## src/design/fwd_pkg.sv

```systemverilog
// ----------------------------------------------------------------------------
// fwd_pkg
// Shared types, codes and helpers of the IPv4 forwarding decision block.
// ----------------------------------------------------------------------------
`default_nettype none

package fwd_pkg;

	// input item kinds (carried on tuser)
	localparam logic KIND_ROUTE = 1'b0;
	localparam logic KIND_HDR   = 1'b1;

	localparam logic [5:0] MAX_PREFIX_LEN = 6'd32;

	typedef enum logic [1:0] {
		ACT_LOCAL      = 2'd0,
		ACT_FORWARD    = 2'd1,
		ACT_DROP_TTL   = 2'd2,
		ACT_DROP_ROUTE = 2'd3
	} action_t;

	typedef enum logic {
		OP_ADD    = 1'b0,
		OP_LOOKUP = 1'b1
	} scan_op_t;

	typedef enum logic [2:0] {
		ST_IDLE,
		ST_ADD,
		ST_EVAL,
		ST_LOOKUP,
		ST_EMIT
	} ctrl_state_t;

	typedef enum logic [1:0] {
		SC_IDLE,
		SC_SCAN,
		SC_WAIT,
		SC_FINISH
	} scan_state_t;

	typedef struct packed {
		logic [31:0] hop;
		logic [5:0]  len;
		logic [31:0] prefix;
	} route_entry_t;

	typedef struct packed {
		logic        start;
		scan_op_t    op;
		logic [31:0] prefix;
		logic [5:0]  len;
		logic [31:0] hop;
	} scan_req_t;

	typedef struct packed {
		logic        done;
		logic        found;
		logic [31:0] hop;
	} scan_rsp_t;

	typedef struct packed {
		logic [31:0] dest;
		logic [7:0]  ttl;
		logic [15:0] csum;
	} hdr_info_t;

	// network mask for a prefix length of 0 to 32
	function automatic logic [31:0] prefix_mask(input logic [5:0] len);
		logic [31:0] m;
		if (len == 6'd0) begin
			m = 32'h0000_0000;
		end else if (len >= MAX_PREFIX_LEN) begin
			m = 32'hffff_ffff;
		end else begin
			m = ~(32'hffff_ffff >> len);
		end
		return m;
	endfunction

endpackage

`default_nettype wire

```

## src/design/fwd_ram.sv

```systemverilog
// ----------------------------------------------------------------------------
// fwd_ram
// Generic single write port, single read port RAM with registered read data.
// ----------------------------------------------------------------------------
`default_nettype none

module fwd_ram #(
	parameter int WIDTH = 8,
	parameter int DEPTH = 16
) (
	input  wire logic                                   clk,
	input  wire logic                                   wr_en,
	input  wire logic [((DEPTH > 1) ? $clog2(DEPTH) : 1)-1:0] wr_addr,
	input  wire logic [WIDTH-1:0]                       wr_data,
	input  wire logic                                   rd_en,
	input  wire logic [((DEPTH > 1) ? $clog2(DEPTH) : 1)-1:0] rd_addr,
	output logic      [WIDTH-1:0]                       rd_data
);

	logic [WIDTH-1:0] mem_q [DEPTH];

	always_ff @(posedge clk) begin
		if (wr_en) begin
			mem_q[wr_addr] <= wr_data;
		end
		if (rd_en) begin
			rd_data <= mem_q[rd_addr];
		end
	end

endmodule

`default_nettype wire

```

## src/design/fwd_hdr.sv

```systemverilog
// ----------------------------------------------------------------------------
// fwd_hdr
// Header word tracker: word count, IHL, TTL and destination capture, and the
// ones' complement checksum accumulator with end-around carry.
// ----------------------------------------------------------------------------
`default_nettype none

module fwd_hdr (
	input  wire logic               clk,
	input  wire logic               arst_n,
	input  wire logic               word_en,
	input  wire logic [31:0]        word,
	input  wire logic               last,
	output fwd_pkg::hdr_info_t      info
);

	logic [3:0]  word_count_q;
	logic [3:0]  ihl_q;
	logic [7:0]  ttl_q;
	logic [31:0] dest_q;
	logic [16:0] acc_q;

	logic [3:0]  ihl_eff;
	logic [16:0] acc_base;
	logic [16:0] acc_hi;
	logic [16:0] acc_two;
	logic [16:0] acc_ttl;
	logic [16:0] acc_d;
	logic [7:0]  ttl_dec;

	function automatic logic [16:0] add_half(input logic [16:0] acc, input logic [15:0] half);
		logic [17:0] s;
		s = {1'b0, acc} + {2'b00, half};
		if (s > 18'h0ffff) begin
			s = {2'b00, s[15:0]} + 18'd1;
		end
		return s[16:0];
	endfunction

	always_comb begin
		ihl_eff  = (word_count_q == 4'd0) ? word[27:24] : ihl_q;
		acc_base = (word_count_q == 4'd0) ? 17'd0 : acc_q;
		ttl_dec  = word[31:24] - 8'd1;
		acc_hi   = add_half(acc_base, word[31:16]);
		acc_two  = add_half(acc_hi, word[15:0]);
		// checksum half of word 2 is skipped, ttl enters already decremented
		acc_ttl  = add_half(acc_base, {ttl_dec, word[23:16]});
		if (word_count_q < ihl_eff) begin
			acc_d = (word_count_q == 4'd2) ? acc_ttl : acc_two;
		end else begin
			acc_d = acc_base;
		end
	end

	always_ff @(posedge clk or negedge arst_n) begin
		if (!arst_n) begin
			word_count_q <= 4'd0;
			ihl_q        <= 4'd0;
			ttl_q        <= 8'd0;
			dest_q       <= 32'd0;
			acc_q        <= 17'd0;
		end else if (word_en) begin
			if (word_count_q == 4'd0) begin
				ihl_q  <= word[27:24];
				ttl_q  <= 8'd0;
				dest_q <= 32'd0;
			end
			if (word_count_q == 4'd2) begin
				ttl_q <= word[31:24];
			end
			if (word_count_q == 4'd4) begin
				dest_q <= word;
			end
			acc_q <= acc_d;
			if (last) begin
				word_count_q <= 4'd0;
			end else if (word_count_q != 4'hf) begin
				word_count_q <= word_count_q + 4'd1;
			end
		end
	end

	assign info.dest = dest_q;
	assign info.ttl  = ttl_q;
	assign info.csum = ~acc_q[15:0];

endmodule

`default_nettype wire

```

## src/design/fwd_scan.sv

```systemverilog
// ----------------------------------------------------------------------------
// fwd_scan
// Route table sequencer: walks the table one entry per cycle through a single
// prefix compare unit, for route adds (duplicate and free slot search) and for
// longest-prefix lookups.
// ----------------------------------------------------------------------------
`default_nettype none

module fwd_scan #(
	parameter int ROUTE_ENTRIES = 16
) (
	input  wire logic               clk,
	input  wire logic               arst_n,
	input  wire fwd_pkg::scan_req_t req,
	output fwd_pkg::scan_rsp_t      rsp
);

	localparam int IDX_W = (ROUTE_ENTRIES > 1) ? $clog2(ROUTE_ENTRIES) : 1;
	localparam int ENT_W = $bits(fwd_pkg::route_entry_t);
	localparam logic [IDX_W-1:0] LAST_IDX = IDX_W'(ROUTE_ENTRIES - 1);

	fwd_pkg::scan_state_t state_q, state_d;

	fwd_pkg::scan_op_t  op_q;
	logic [31:0]        key_prefix_q;
	logic [5:0]         key_len_q;
	logic [31:0]        key_hop_q;

	logic [IDX_W-1:0]   rd_idx_q;
	logic               cmp_vld_s1;
	logic [IDX_W-1:0]   idx_s1;
	logic [ROUTE_ENTRIES-1:0] valid_q;

	logic               best_found_q;
	logic [5:0]         best_len_q;
	logic [31:0]        best_hop_q;
	logic               dup_found_q;
	logic [IDX_W-1:0]   dup_idx_q;
	logic               free_found_q;
	logic [IDX_W-1:0]   free_idx_q;

	logic               rd_en;
	logic [ENT_W-1:0]   rd_data;
	logic               wr_en;
	logic [IDX_W-1:0]   wr_addr;
	fwd_pkg::route_entry_t wr_entry;
	fwd_pkg::route_entry_t entry;

	logic               ent_valid;
	logic [5:0]         cmp_len;
	logic               prefix_hit;
	logic               len_eq;
	logic               len_gt;
	logic               start;
	logic               finish;

	fwd_ram #(
		.WIDTH (ENT_W),
		.DEPTH (ROUTE_ENTRIES)
	) u_route_ram (
		.clk     (clk),
		.wr_en   (wr_en),
		.wr_addr (wr_addr),
		.wr_data (wr_entry),
		.rd_en   (rd_en),
		.rd_addr (rd_idx_q),
		.rd_data (rd_data)
	);

	// shared compare unit
	always_comb begin
		entry      = fwd_pkg::route_entry_t'(rd_data);
		ent_valid  = valid_q[idx_s1];
		cmp_len    = (op_q == fwd_pkg::OP_ADD) ? key_len_q : entry.len;
		prefix_hit = (key_prefix_q & fwd_pkg::prefix_mask(cmp_len)) == entry.prefix;
		len_eq     = entry.len == key_len_q;
		len_gt     = entry.len > best_len_q;
	end

	always_comb begin
		state_d = state_q;
		unique case (state_q)
			fwd_pkg::SC_IDLE: begin
				if (req.start) begin
					state_d = fwd_pkg::SC_SCAN;
				end
			end
			fwd_pkg::SC_SCAN: begin
				if (rd_idx_q == LAST_IDX) begin
					state_d = fwd_pkg::SC_WAIT;
				end
			end
			fwd_pkg::SC_WAIT:   state_d = fwd_pkg::SC_FINISH;
			fwd_pkg::SC_FINISH: state_d = fwd_pkg::SC_IDLE;
			default:            state_d = fwd_pkg::SC_IDLE;
		endcase
	end

	always_comb begin
		start  = 1'b0;
		rd_en  = 1'b0;
		finish = 1'b0;
		unique case (state_q)
			fwd_pkg::SC_IDLE:   start  = req.start;
			fwd_pkg::SC_SCAN:   rd_en  = 1'b1;
			fwd_pkg::SC_WAIT:   finish = 1'b0;
			fwd_pkg::SC_FINISH: finish = 1'b1;
			default:            finish = 1'b0;
		endcase
		wr_en           = finish && (op_q == fwd_pkg::OP_ADD) && (dup_found_q || free_found_q);
		wr_addr         = dup_found_q ? dup_idx_q : free_idx_q;
		wr_entry.hop    = key_hop_q;
		wr_entry.len    = key_len_q;
		wr_entry.prefix = key_prefix_q;
		rsp.done        = finish;
		rsp.found       = best_found_q;
		rsp.hop         = best_hop_q;
	end

	always_ff @(posedge clk or negedge arst_n) begin
		if (!arst_n) begin
			state_q      <= fwd_pkg::SC_IDLE;
			cmp_vld_s1   <= 1'b0;
			rd_idx_q     <= '0;
			valid_q      <= '0;
			best_found_q <= 1'b0;
			dup_found_q  <= 1'b0;
			free_found_q <= 1'b0;
		end else begin
			state_q    <= state_d;
			cmp_vld_s1 <= rd_en;
			if (start) begin
				rd_idx_q     <= '0;
				best_found_q <= 1'b0;
				dup_found_q  <= 1'b0;
				free_found_q <= 1'b0;
			end else if (rd_en) begin
				rd_idx_q <= rd_idx_q + IDX_W'(1);
			end
			if (cmp_vld_s1) begin
				if (op_q == fwd_pkg::OP_ADD) begin
					if (ent_valid && prefix_hit && len_eq) begin
						dup_found_q <= 1'b1;
					end
					if (!ent_valid && !free_found_q) begin
						free_found_q <= 1'b1;
					end
				end else if (ent_valid && prefix_hit && (!best_found_q || len_gt)) begin
					best_found_q <= 1'b1;
				end
			end
			if (finish && (op_q == fwd_pkg::OP_ADD) && !dup_found_q && free_found_q) begin
				valid_q[free_idx_q] <= 1'b1;
			end
		end
	end

	always_ff @(posedge clk) begin
		if (start) begin
			op_q         <= req.op;
			key_prefix_q <= req.prefix;
			key_len_q    <= req.len;
			key_hop_q    <= req.hop;
		end
		idx_s1 <= rd_idx_q;
		if (cmp_vld_s1) begin
			if (op_q == fwd_pkg::OP_ADD) begin
				if (ent_valid && prefix_hit && len_eq) begin
					dup_idx_q <= idx_s1;
				end
				if (!ent_valid && !free_found_q) begin
					free_idx_q <= idx_s1;
				end
			end else if (ent_valid && prefix_hit && (!best_found_q || len_gt)) begin
				best_len_q <= entry.len;
				best_hop_q <= entry.hop;
			end
		end
	end

endmodule

`default_nettype wire

```

## src/design/ipv4_forward_decision_top.sv

```systemverilog
// ----------------------------------------------------------------------------
// ipv4_forward_decision_top
// IPv4 forwarding decision: route table adds, header word streaming with
// checksum update, and a local, ttl or longest-prefix verdict on the last word.
//
//  channel | dir | handshake          | content
//  s_*     | in  | s_tvalid/s_tready  | route add or header word
//  m_*     | out | m_tvalid/m_tready  | one verdict per header
//  cfg_*   | in  | cfg_valid/cfg_ready| local address
//
// a header word that is not the last leaves the block idle and ready for the
// next word; a route add runs through the one-entry-per-cycle table scan
// the last header word is judged in the eval state: a local or ttl verdict goes
// straight to emit, otherwise a longest-prefix lookup runs through the same scan
// s_tready is low while a route add or a verdict is in progress, and a verdict
// waits in its stage until the output register is free
// reset clears the route valid bits, the header state and the local address
// ----------------------------------------------------------------------------
`default_nettype none

module ipv4_forward_decision_top #(
	parameter int ROUTE_ENTRIES = 16
) (
	input  wire logic         clk,
	input  wire logic         arst_n,
	// config: local_address
	input  wire logic         cfg_valid,
	output logic              cfg_ready,
	input  wire logic [31:0]  cfg_data,
	// slave side
	input  wire logic         s_tvalid,
	output logic              s_tready,
	// header_word[31:0], route_dest[63:32], route_masklen[69:64],
	// route_nexthop[101:70], zero fill[103:102]
	input  wire logic [103:0] s_tdata,
	input  wire logic         s_tuser,   // kind
	input  wire logic         s_tlast,   // word_last
	// master side
	output logic              m_tvalid,
	input  wire logic         m_tready,
	// next_hop[31:0], new_ttl[39:32], new_checksum[55:40]
	output logic [55:0]       m_tdata,
	output logic [1:0]        m_tuser    // action
);

	fwd_pkg::ctrl_state_t state_q, state_d;

	logic [31:0]        local_q;
	fwd_pkg::action_t   pend_action_q;
	logic [31:0]        pend_hop_q;
	logic               out_valid_q;
	fwd_pkg::action_t   out_action_q;
	logic [31:0]        out_hop_q;
	logic [7:0]         out_ttl_q;
	logic [15:0]        out_csum_q;

	logic               in_acc;
	logic               hdr_en;
	logic               route_acc;
	logic [5:0]         len_clamped;
	logic               out_free;
	logic               emit_load;
	logic               is_local;
	logic               ttl_zero;
	logic               fwd;

	fwd_pkg::hdr_info_t hdr;
	fwd_pkg::scan_req_t req;
	fwd_pkg::scan_rsp_t rsp;

	assign cfg_ready = 1'b1;

	always_ff @(posedge clk or negedge arst_n) begin
		if (!arst_n) begin
			local_q <= 32'd0;
		end else if (cfg_valid && cfg_ready) begin
			local_q <= cfg_data;
		end
	end

	fwd_hdr u_hdr (
		.clk     (clk),
		.arst_n  (arst_n),
		.word_en (hdr_en),
		.word    (s_tdata[31:0]),
		.last    (s_tlast),
		.info    (hdr)
	);

	fwd_scan #(
		.ROUTE_ENTRIES (ROUTE_ENTRIES)
	) u_scan (
		.clk    (clk),
		.arst_n (arst_n),
		.req    (req),
		.rsp    (rsp)
	);

	always_comb begin
		in_acc      = s_tvalid && s_tready;
		hdr_en      = in_acc && (s_tuser == fwd_pkg::KIND_HDR);
		route_acc   = in_acc && (s_tuser == fwd_pkg::KIND_ROUTE);
		len_clamped = (s_tdata[69:64] > fwd_pkg::MAX_PREFIX_LEN) ?
			fwd_pkg::MAX_PREFIX_LEN : s_tdata[69:64];
		is_local    = hdr.dest == local_q;
		ttl_zero    = hdr.ttl == 8'd0;
		out_free    = !out_valid_q || m_tready;
		fwd         = pend_action_q == fwd_pkg::ACT_FORWARD;
	end

	always_comb begin
		state_d = state_q;
		unique case (state_q)
			fwd_pkg::ST_IDLE: begin
				if (route_acc) begin
					state_d = fwd_pkg::ST_ADD;
				end else if (hdr_en && s_tlast) begin
					state_d = fwd_pkg::ST_EVAL;
				end
			end
			fwd_pkg::ST_ADD: begin
				if (rsp.done) begin
					state_d = fwd_pkg::ST_IDLE;
				end
			end
			fwd_pkg::ST_EVAL: begin
				if (is_local || ttl_zero) begin
					state_d = fwd_pkg::ST_EMIT;
				end else begin
					state_d = fwd_pkg::ST_LOOKUP;
				end
			end
			fwd_pkg::ST_LOOKUP: begin
				if (rsp.done) begin
					state_d = fwd_pkg::ST_EMIT;
				end
			end
			fwd_pkg::ST_EMIT: begin
				if (out_free) begin
					state_d = fwd_pkg::ST_IDLE;
				end
			end
			default: state_d = fwd_pkg::ST_IDLE;
		endcase
	end

	always_comb begin
		s_tready   = 1'b0;
		emit_load  = 1'b0;
		req.start  = 1'b0;
		req.op     = fwd_pkg::OP_ADD;
		req.prefix = s_tdata[63:32] & fwd_pkg::prefix_mask(len_clamped);
		req.len    = len_clamped;
		req.hop    = s_tdata[101:70];
		unique case (state_q)
			fwd_pkg::ST_IDLE: begin
				s_tready  = 1'b1;
				req.start = route_acc;
			end
			fwd_pkg::ST_EVAL: begin
				req.start  = !is_local && !ttl_zero;
				req.op     = fwd_pkg::OP_LOOKUP;
				req.prefix = hdr.dest;
			end
			fwd_pkg::ST_EMIT:   emit_load = out_free;
			fwd_pkg::ST_ADD:    emit_load = 1'b0;
			fwd_pkg::ST_LOOKUP: emit_load = 1'b0;
			default:            emit_load = 1'b0;
		endcase
	end

	always_ff @(posedge clk or negedge arst_n) begin
		if (!arst_n) begin
			state_q     <= fwd_pkg::ST_IDLE;
			out_valid_q <= 1'b0;
		end else begin
			state_q <= state_d;
			if (emit_load) begin
				out_valid_q <= 1'b1;
			end else if (m_tready) begin
				out_valid_q <= 1'b0;
			end
		end
	end

	always_ff @(posedge clk) begin
		if (state_q == fwd_pkg::ST_EVAL) begin
			pend_action_q <= is_local ? fwd_pkg::ACT_LOCAL : fwd_pkg::ACT_DROP_TTL;
		end else if ((state_q == fwd_pkg::ST_LOOKUP) && rsp.done) begin
			pend_action_q <= rsp.found ? fwd_pkg::ACT_FORWARD : fwd_pkg::ACT_DROP_ROUTE;
			pend_hop_q    <= rsp.hop;
		end
		if (emit_load) begin
			out_action_q <= pend_action_q;
			out_hop_q    <= fwd ? pend_hop_q : 32'd0;
			out_ttl_q    <= fwd ? (hdr.ttl - 8'd1) : 8'd0;
			out_csum_q   <= fwd ? hdr.csum : 16'd0;
		end
	end

	assign m_tvalid = out_valid_q;
	assign m_tdata  = {out_csum_q, out_ttl_q, out_hop_q};
	assign m_tuser  = out_action_q;

endmodule

`default_nettype wire
```

## config.mk

```make
export PLATFORM = sky130hd
export DESIGN_NAME = ipv4_forward_decision_top
export DESIGN_NICKNAME = d
export VERILOG_FILES = /design/src/design/fwd_pkg.sv /design/src/design/fwd_ram.sv /design/src/design/fwd_hdr.sv /design/src/design/fwd_scan.sv /design/src/design/ipv4_forward_decision_top.sv
export SDC_FILE = /design/constraint.sdc
export NUM_CORES = 2
export LEC_CHECK = 0
export BUFFER_PORTS_ARGS = -buffer_cell sky130_fd_sc_hd__clkbuf_2
export CORE_MARGIN = 4
export CORE_UTILIZATION = 40
export DETAILED_ROUTE_END_ITERATION = 10
export MAX_ROUTING_LAYER = met4
export PLACE_DENSITY = 0.57
export SYNTH_ARGS = -nofsm -noshare
export SYNTH_HDL_FRONTEND = slang
export SYNTH_SLANG_ARGS = --single-unit
```

## constraint.sdc

```tcl
create_clock -name clk -period 12.6 [get_ports clk]
set_input_delay 1.89 -clock clk [delete_from_list [all_inputs] [get_ports clk]]
set_output_delay 1.89 -clock clk [all_outputs]
set_load 0.02 [all_outputs]
```

==> results.toml <==
[floorplan]
initial_core_util = 0.4027
coreArea_sq_um = 154200
io_pins = 204
dieArea_sq_um = 161600
die_x_um = 402.0
rows = 144
die-height_um = 402.0

[pwr]
netSwitchingPower_uw = 4966
combPwrFrac = 0.283
ir_drop_uv = 137.8
cellPowerDensity_nw_per_um2 = 222.4
p_int_uw = 10780
pwr-share-seq = 0.430
swShare = 0.3153
p_clk_frac = 0.288
p_leak_uw = 0.02336
finalPower_uw = 15750

[grt]
antenna_found_initial = 13
grt_pass1_vias = 32570
grt_start_max_net_pins = 113
grt_pass1_wl_um = 232600
grt.total_usage = 0.2045
grt-ovfl-total = 0

[outcome]
outcome = "completed"

[setup_path]
crit_buf_inv = 3
startpoint = "u_hdr.word_count_q[2]"
critical-path-top-delay-family = "compound AO/OA/AOI/OAI gates"
reg2reg_slack_ns = 4.80
crit_path_end = "u_hdr.acc_q[15]"
required_ns = 13.24
cp_slowest_cell = "o311ai_0"
cp_num_cells = 27
path_max_fanout = 40
arrival_ns = 8.43
reg2reg_depth = 27
start_kind = "flip-flop"
endpoint_kind = "flip-flop"
max_stage_delay_ns = 0.69
r2r_start = "u_hdr.word_count_q[2]"
r2r_end = "u_hdr.acc_q[15]"
criticalPathCategory = "reg -> reg"

[yosys]
synth-seq-cells = 1530
ys.flop_type = "edfxtp_1"
synth.avg_cell_area_sq_um = 18.73
syn_inst = 3316
syn_nets = 3520
synth_edf_count = 1399
synth_area_sq_um = 62110
ys_types = 86
ys_async_sr_fraction = 0.08301
synth_seq_area_share = 0.7289
ys.warnings.count = 0

[final_layout]
utilization = 0.4591
num-nets-final = 3795
syn2layout_area_growth_pct = 14.01
drive_above_1_share = 0.2502

[timing]
tns_ns = 0
worst_slack_ns = 4.802
finClkSkew_ns = 0.04541
finalHoldViolCount = 0
setup_viol = 0
rsz0062_at_grt = "false"
relSlewSlack = 0.3018
slew_violations = 0
worstMarginPinSlew_ns = 1.047
layout_min_cycle_time_ns = 7.798
fin_crit_sh = 0.6189
max_freq_mhz = 128.2

[place]
gp_congestion = 0.8913
io_buffers = 200
dp_hpwl_um = 94890
dp_slack_ns = 4.320

[drt]
final_antenna_net_count = 0
wl_per_cell_um = 28.03
remaining_drc_errors = 0
viasPerCell = 5.656
drt-initial-drc-count = 3205
routed_wl_um = 161500
vias = 32590
drt_first_pass_iters = 6

[clock_network]
hold_buffers = 0
cts_buffers = 160
path_clk_slew_ns = 0.06
post-cts-setup-buffers = 0
clock-sinks = 1530
cts_buffer_depth = 3
tritoncts = "yes"
htree_levels = 4
clock_latency_ns = 0.79
root_buffer = "clkbuf_16"
cts_resized = 0

[min_path]
hold_path_class = "reg -> reg"

[flow_run]
cap_violations = 0
-- worst reg2reg max path, cell delays in order (launching register included) --
cell       delay, ns
dfrtp_1         0.36
buf_4           0.26
or3b_1          0.44
buf_4           0.24
and2_1          0.23
ha_1            0.22
fa_1            0.46
nand3_1         0.13
a21oi_2         0.13
o311ai_0        0.68
nand3_1         0.32
o21ai_0         0.31
a221o_1         0.18
a21o_1          0.38
xor2_1          0.19
ha_1            0.21
inv_1           0.06
fa_1            0.40
nor2b_1         0.17
o31a_1          0.19
o211ai_1        0.14
a21oi_1         0.20
nor2_1          0.06
o311ai_0        0.69
nand4b_1        0.34
a2111oi_4       0.36
xnor2_1         0.16
o221ai_1        0.12
-- worst min-delay path by stage --
stage / slack (ns) / end / depth (start not counted) / startpoint
4_1_cts: 0.41 / u_scan.best_hop_q[29] / 0 / u_scan.u_route_ram.rd_data[67]
5_1_grt: 0.42 / u_scan.best_hop_q[9] / 0 / u_scan.u_route_ram.rd_data[47]
3_3_place_gp: 0.40 / pend_hop_q[19] / 0 / u_scan.best_hop_q[19]
2_1_floorplan: 0.35 / u_scan.idx_s1[2] / 0 / u_scan.rd_idx_q[2]
6_report: 0.41 / u_scan.best_hop_q[8] / 0 / u_scan.u_route_ram.rd_data[46]
3_5_place_dp: 0.40 / pend_hop_q[11] / 0 / u_scan.best_hop_q[11]
-- per-stage QoR --
stage	instances	hold WS (ns)	cell area, sq um
after floorplan	3316	0.3454	62110
after global placement	5473	0.4011	65760
after detailed placement	5473	0.4045	65760
after CTS	5757	0.4109	70800
after global routing	5761	0.4156	70810
final	5762	0.4126	70810
-- layout make-up --
| class | count | area, sq um |
|---|---|---|
| clock buffer | 204 | 4293 |
| tap | 2044 | 2557 |
| antenna | 5 | 12.51 |
| fill | 13260 | 83420 |
| inverter | 57 | 216.5 |
| sequential | 1530 | 45280 |
| multi-input combinational | 1579 | 16210 |
| clock inverter | 80 | 745.7 |
| timing repair buffer | 263 | 1493 |
-- synth_stat cells (17+ instances only) --
library cell | n | area (sq um)
inv_1 | 55 | 206.5
buf_1 | 26 | 97.59
a21oi_1 | 72 | 360.4
nand3_1 | 54 | 270.3
nand4_1 | 26 | 162.7
mux2_2 | 39 | 439.2
clkbuf_1 | 118 | 442.9
nor2_1 | 108 | 405.4
ha_1 | 59 | 738.2
mux4_2 | 355 | 7995
xnor2_1 | 56 | 490.5
nand2_1 | 186 | 698.2
nor3_1 | 28 | 140.1
edfxtp_1 | 1399 | 42010
o21ai_0 | 121 | 605.6
xor2_1 | 89 | 779.5
a21o_1 | 17 | 127.6
nand2b_1 | 17 | 106.4
dfrtp_1 | 127 | 3178
and2_1 | 58 | 362.9
nor2b_1 | 24 | 150.1
-- registers in the layout, summed over array words and instances, names as in the netlist, 6 cells and up --
name and flops:
u_scan.u_route_ram.mem_q 1120, u_scan.u_route_ram.rd_data 70, local_q 32, out_hop_q 32
pend_hop_q 32, u_hdr.dest_q 32, u_scan.best_hop_q 32, u_scan.key_hop_q 32
u_scan.key_prefix_q 32, u_hdr.acc_q 17, out_csum_q 16, u_scan.valid_q 16
out_ttl_q 8, u_hdr.ttl_q 8, u_scan.best_len_q 6, u_scan.key_len_q 6
-- power groups by stage --
| stage | Clock, uW | Combinational (uW) | Sequential (uW) |
|---|---|---|---|
| after floorplan | 0 | 3420 | 6560 |
| after global placement | 0 | 4470 | 6860 |
| after detailed placement | 0 | 4470 | 6860 |
| after CTS | 4640 | 4500 | 6760 |
| after global routing | 4850 | 4850 | 6820 |
| final | 4530 | 4450 | 6770 |
-- layout by cell type (no fill, tap or decap), types with 54 or more instances in the layout --
cell / instances
and2_1: 58
a21oi_1: 70
xnor2_1: 56
nand2_1: 186
mux4_2: 355
ha_1: 58
edfxtp_1: 1399
xor2_1: 89
inv_1: 54
clkbuf_2: 199
nand3_1: 54
dfrtp_1: 123
nor2_1: 92
clkbuf_16: 163
buf_4: 62
o21ai_0: 121
-- cell families after synthesis --
group,count (synthesis),synth area share
other,1,0.00006038
xor gates and xnor gates,145,0.02045
buffers and inverters,207,0.01287
AOI/OAI and AO/OA,395,0.04243
muxes,405,0.1376
and+or+nand+nor,572,0.04519
DFF,1530,0.7289
adders and majority gates,61,0.01253
-- layer usage --
layer  track usage  share of wire  vias up  wire length, um
met5             -              0        -                0
met1        0.2875           0.44    17260            70680
li1              -              -    13940                -
met2        0.3106           0.47     1200            76040
met4       0.04309          0.019        0             2992
met3       0.04397          0.073      191            11790
(Power assumes the default switching activity.)
